<file path="src/hw/rtl/bcs_pkg.sv">
`timescale 1ns / 1ps

package bcs_pkg;

    localparam int VOICES = 16;
    localparam int VIDX_W = $clog2(VOICES);

    localparam logic [3:0] CFG_FOLD = 4'd0;
    localparam logic [3:0] CFG_KIND = 4'd1;
    localparam logic [3:0] CFG_MASH = 4'd2;
    localparam logic [3:0] CFG_WET  = 4'd3;

    localparam logic signed [40:0] F_Q22  = 41'sd1737338;
    localparam logic signed [40:0] K_Q22  = 41'sd5931642;
    localparam logic signed [40:0] T_Q22  = 41'sd2644936;
    localparam logic signed [40:0] U_Q22  = 41'sd3784810;
    localparam logic signed [40:0] TF_Q22 = 41'sd1095568;
    localparam logic signed [40:0] DIV_R  = 41'sd2748779069;

    localparam logic signed [40:0] THREE24  = 41'sd50331648;
    localparam logic signed [40:0] FIVE24   = 41'sd83886080;
    localparam logic signed [40:0] TWENTY24 = 41'sd335544320;
    localparam logic signed [40:0] KHALF    = 41'sd32768;
    localparam logic signed [40:0] WONE     = 41'sd65536;

    localparam logic [5:0] SH_DIV = 6'd38;
    localparam logic [5:0] SH_Q22 = 6'd22;
    localparam logic [5:0] SH_Q24 = 6'd24;
    localparam logic [5:0] SH_MIX = 6'd17;
    localparam logic [5:0] SH_WET = 6'd16;
    localparam logic [5:0] SH_NONE = 6'd0;

    localparam logic signed [83:0] MAX40 = 84'sd549755813887;
    localparam logic signed [83:0] MIN40 = -84'sd549755813888;
    localparam logic signed [83:0] MAX32 = 84'sd2147483647;
    localparam logic signed [83:0] MIN32 = -84'sd2147483648;

    typedef struct packed {
        logic [3:0]         channel;
        logic signed [31:0] audio_in;
        logic signed [31:0] fold_mod;
    } in_word_t;

    typedef struct packed {
        logic [3:0]         channel_out;
        logic signed [31:0] audio_out;
    } out_word_t;

    typedef struct packed {
        logic signed [40:0] a;
        logic signed [40:0] b;
        logic signed [83:0] c;
        logic [5:0]         sh;
        logic               rnd;
    } mau_req_t;

    function automatic logic signed [39:0] sat40(input logic signed [83:0] v);
        if (v > MAX40)
            return MAX40[39:0];
        else if (v < MIN40)
            return MIN40[39:0];
        else
            return v[39:0];
    endfunction

    function automatic logic signed [31:0] sat32(input logic signed [83:0] v);
        if (v > MAX32)
            return MAX32[31:0];
        else if (v < MIN32)
            return MIN32[31:0];
        else
            return v[31:0];
    endfunction

endpackage

</file>
<file path="src/hw/rtl/bcs_mau.sv">
`timescale 1ns / 1ps

module bcs_mau (
    input  logic                 clk,
    input  logic                 rst_n,
    input  logic                 start,
    input  bcs_pkg::mau_req_t    req,
    output logic                 done,
    output logic signed [83:0]   res
);

    localparam logic [2:0] M_IDLE = 3'd0;
    localparam logic [2:0] M_LO   = 3'd1;
    localparam logic [2:0] M_HI   = 3'd2;
    localparam logic [2:0] M_SUM  = 3'd3;
    localparam logic [2:0] M_ABS  = 3'd4;
    localparam logic [2:0] M_RND  = 3'd5;

    logic [2:0]         st_reg, st_next;
    logic               done_reg, done_next;
    logic               neg_reg, neg_next;
    logic [40:0]        ma_reg, ma_next;
    logic [40:0]        mb_reg, mb_next;
    logic signed [83:0] c_reg, c_next;
    logic [5:0]         sh_reg, sh_next;
    logic               rnd_reg, rnd_next;
    logic [80:0]        acc_reg, acc_next;
    logic signed [83:0] sp_reg, sp_next;
    logic               sgn_reg, sgn_next;
    logic [83:0]        mag_reg, mag_next;
    logic signed [83:0] res_reg, res_next;
    logic [20:0]        chunk;
    logic [61:0]        pp;
    logic [83:0]        half;
    logic [83:0]        shifted;
    logic signed [83:0] prod_s;

    always_comb
    begin
        chunk   = (st_reg == M_LO) ? mb_reg[20:0] : {1'b0, mb_reg[40:21]};
        pp      = ma_reg * chunk;
        half    = rnd_reg ? (84'd1 << (sh_reg - 6'd1)) : 84'd0;
        shifted = mag_reg >> sh_reg;
        prod_s  = $signed({3'b000, acc_reg});

        st_next   = st_reg;
        done_next = 1'b0;
        neg_next  = neg_reg;
        ma_next   = ma_reg;
        mb_next   = mb_reg;
        c_next    = c_reg;
        sh_next   = sh_reg;
        rnd_next  = rnd_reg;
        acc_next  = acc_reg;
        sp_next   = sp_reg;
        sgn_next  = sgn_reg;
        mag_next  = mag_reg;
        res_next  = res_reg;

        unique case (st_reg)
            M_IDLE:
            begin
                if (start)
                begin
                    neg_next = req.a[40] ^ req.b[40];
                    ma_next  = req.a[40] ? 41'(-req.a) : 41'(req.a);
                    mb_next  = req.b[40] ? 41'(-req.b) : 41'(req.b);
                    c_next   = req.c;
                    sh_next  = req.sh;
                    rnd_next = req.rnd;
                    st_next  = M_LO;
                end
            end
            M_LO:
            begin
                acc_next = 81'(pp);
                st_next  = M_HI;
            end
            M_HI:
            begin
                acc_next = acc_reg + 81'({pp, 21'd0});
                st_next  = M_SUM;
            end
            M_SUM:
            begin
                sp_next = (neg_reg ? -prod_s : prod_s) + c_reg;
                st_next = M_ABS;
            end
            M_ABS:
            begin
                sgn_next = sp_reg[83];
                mag_next = (sp_reg[83] ? 84'(-sp_reg) : 84'(sp_reg)) + half;
                st_next  = M_RND;
            end
            M_RND:
            begin
                res_next  = sgn_reg ? -$signed(shifted) : $signed(shifted);
                done_next = 1'b1;
                st_next   = M_IDLE;
            end
            default:
            begin
                st_next = M_IDLE;
            end
        endcase
    end

    always_ff @(posedge clk or negedge rst_n)
    begin
        if (!rst_n)
        begin
            st_reg   <= M_IDLE;
            done_reg <= 1'b0;
        end
        else
        begin
            st_reg   <= st_next;
            done_reg <= done_next;
        end
    end

    always_ff @(posedge clk)
    begin
        neg_reg <= neg_next;
        ma_reg  <= ma_next;
        mb_reg  <= mb_next;
        c_reg   <= c_next;
        sh_reg  <= sh_next;
        rnd_reg <= rnd_next;
        acc_reg <= acc_next;
        sp_reg  <= sp_next;
        sgn_reg <= sgn_next;
        mag_reg <= mag_next;
        res_reg <= res_next;
    end

    assign done = done_reg;
    assign res  = res_reg;

endmodule

</file>
<file path="config.mk">
export PLATFORM = sky130hd
export DESIGN_NAME = bcs_mau
export DESIGN_NICKNAME = d
export VERILOG_FILES = /design/src/hw/rtl/bcs_pkg.sv /design/src/hw/rtl/bcs_mau.sv
export SDC_FILE = /design/constraint.sdc
export NUM_CORES = 2
export LEC_CHECK = 0
export ABC_CLOCK_PERIOD_IN_PS = 27200
export BUFFER_PORTS_ARGS = -buffer_cell sky130_fd_sc_hd__buf_2
export CORE_UTILIZATION = 35
export CTS_BUF_LIST = sky130_fd_sc_hd__clkbuf_16
export CTS_CLUSTER_SIZE = 8
export DETAILED_ROUTE_END_ITERATION = 10
export PLACE_DENSITY_LB_ADDON = 0.25
export SETUP_SLACK_MARGIN = 0.15
export SLEW_MARGIN = 15
export SYNTH_ARGS = -nofsm -noshare
export SYNTH_HDL_FRONTEND = slang
export SYNTH_SLANG_ARGS = --single-unit
</file>
<file path="constraint.sdc">
create_clock -name clk -period 27.2 [get_ports clk]
set_input_delay 0 -clock clk [delete_from_list [all_inputs] [get_ports clk]]
set_output_delay 0 -clock clk [all_outputs]
set_load 0.01 [all_outputs]
</file>
==> metrics.txt <==
initial antenna violation count=8; ys async rst share=0.00781; Worst-Margin Slew=1180 ps; CTS tree=built; fin crit period=12,480 ps; initial detailed-routing violation count=4,665; Worst EP required=27,620 ps; Clock Sinks=512; unrepaired setup endpoints after global routing=no; EDFF count, synth=508; Max-Slew Margin vs Limit=0.213; DRT Pass-1 Iters=7; final setup violation count=0; DRC=0; fin. max-slew vios=0; gr ovfl total=0; Critical Path AT=12,910 ps; Max stage delay cell, worst path=a2111oi_0; Reg2Reg Depth=36; total CTS buffers=79; Netlist Area Pre-Place=71,300 um^2; Max Clock Freq=80.1 MHz; # IOs=261; first-pass GRT wire length=355,000 um; #FFs+latches synth=512; post-layout net count=9,187; maxcap violations=0; post-synthesis sequential area ratio=0.215; Core Area=202,000 um^2; Worst Skew=43.6 ps; height of the die=453 um; Clk Tree Root Cell=clkbuf_16; Yosys warning count=0; GP Congestion=0.956; total number of vias=57,579; fraction of layout cells with a size suffix above 1=0.0911; Post-Syn Instances=7,569; DPL Wire Length=183,000 um; Final Cycle Share=0.459; starting density of the core=0.352; CP Class=flop to flop; port bufs=260; most frequent CP cell=fa_1; Yosys cell types=106; wire per inst=22.0 um; outcome=completed; syn_nets=8,871; vias in the first global route=58,693; FILL cells=20,021; Setup crit end kind=flop; # rows=165; slowest stage delay, CP=880 ps; Die W=453 um; HP Class=input port to flop; H-tree depth=3; Post-DRT Antenna Nets=0; CP max FO=44; largest net degree at the start of global routing=116; worst skew pair latency=720 ps; total routed wirelength=234,000 um; die area=205,000 um^2; Via density=5.43; Avg Inst Size Synth=9.42 um^2; Max clock buf depth=3; CP startpoint kind=flop; total track usage=0.225; synthesis-to-finish area growth=12.6%; Final Hold Vio Count=0; Worst-path clk slew=50 ps; ys flop type=edfxtp_1; Fin Setup TNS=0 ps; hold path depth=2
layout by cell type, fill, tap and decap left out, types with 43 or more instances in the layout:
cell	count
nand2_1	915
inv_1	908
fa_1	741
edfxtp_1	508
xnor2_1	447
and2_1	393
ha_1	385
o21ai_0	332
dlygate4sd3_1	324
a21oi_1	319
nor2_1	303
buf_2	260
a21o_1	183
mux4_2	143
mux2i_1	141
xor2_1	140
nand3_1	112
o31ai_1	102
clkbuf_16	79
mux2_2	77
or3_1	70
nor3_1	69
and3_1	64
nand4_1	64
buf_4	64
nand2b_1	62
nor2b_1	54
a31oi_1	46
or4_1	44
a211oi_1	44
o41ai_1	44
o21bai_1	43
cell usage after synthesis (all sizes together) (71+ instances only):
cell,n,share of area
a21oi,320,0.023
o21ai,334,0.023
inv,896,0.047
mux4,150,0.048
buf,90,0.0086
mux2i,141,0.020
mux2,80,0.013
o31ai,103,0.011
clkbuf,324,0.017
xor2,140,0.017
edfxtp,508,0.21
fa,741,0.21
xnor2,447,0.055
ha,385,0.068
or3,71,0.0063
nor2,303,0.016
and2,394,0.035
nand2,916,0.048
nand3,113,0.0081
a21o,183,0.019
routing by layer:
metal | vias to the layer above | track usage | share of wire
li1 | 26488 | - | -
met1 | 28727 | 0.266 | 0.39
met2 | 1862 | 0.397 | 0.50
met3 | 502 | 0.0279 | 0.049
met4 | 0 | 0.116 | 0.057
met5 | - | 0 | 0
worst max-delay path: cells and delay by family (launching register included):
family                     cells  cell delay, ps
AOI/OAI and AO/OA             12            4080
muxes                          1             730
buffers and inverters          5             690
adders and majority gates      9            4420
and+or+nand+nor                7            1140
DFF                            1             480
xor gates and xnor gates       2             600
path summary, 6_finish.rpt:
kind                            startpoint     endpoint  slack, ps
min in group asynchronous            rst_n         done        210
worst min register to register    c_reg[0]    sp_reg[0]        600
worst max-delay path             st_reg[1]  acc_reg[77]      14720
max in group asynchronous            rst_n    st_reg[2]      26800
worst max register to register   st_reg[1]  acc_reg[77]      14720
worst min-delay path                req[2]    sh_reg[1]         50
final cells by class:
class | instances | area (um^2) | share of cell area
clock inverters | 34 | 385 | 0.00480
inverters | 897 | 3370 | 0.0420
diodes | 6 | 15.0 | 0.000187
multi-input cells | 5746 | 50800 | 0.633
repair buffers | 649 | 5040 | 0.0629
flip-flops and latches | 512 | 15400 | 0.191
well taps | 2672 | 3340 | 0.0417
clock buffers | 79 | 1980 | 0.0246
cells by family (layout without fill, tap and decap cells):
group / after synthesis / count (layout) / share of synthesized area
mux: 371 / 371 / 0.0802
flops: 512 / 512 / 0.215
xor+xnor: 587 / 587 / 0.0721
other cells: 0 / 6 / 0
compound gates: 1392 / 1392 / 0.128
fa+ha+maj: 1126 / 1126 / 0.276
simple gates: 2270 / 2270 / 0.156
buf+inv: 1311 / 1659 / 0.0729
stage by stage:
stage               utilization  std cells  setup slack (ps)  hold WS, ps  cell area (um^2)
floorplan                     -       7569              7750         -296             71300
global placement          0.369      10152             14910         -185             74600
detailed placement        0.369      10152             14680         -182             74600
CTS                       0.397      10589             14670         1.25             80200
global route              0.397      10595             14050         38.2             80300
finish                    0.397      10595             14720         49.3             80300
repair_timing:
action / CTS / global route
buffers inserted: 0 / 0
hold buffers: 324 / 0
gates resized for setup: 0 / 0
endpoints found under the hold margin: 179 / 0
Power is left out: the tool's default activity adds up to more than one toggle a clock period on the data nets, which glitch-free logic cannot reach.
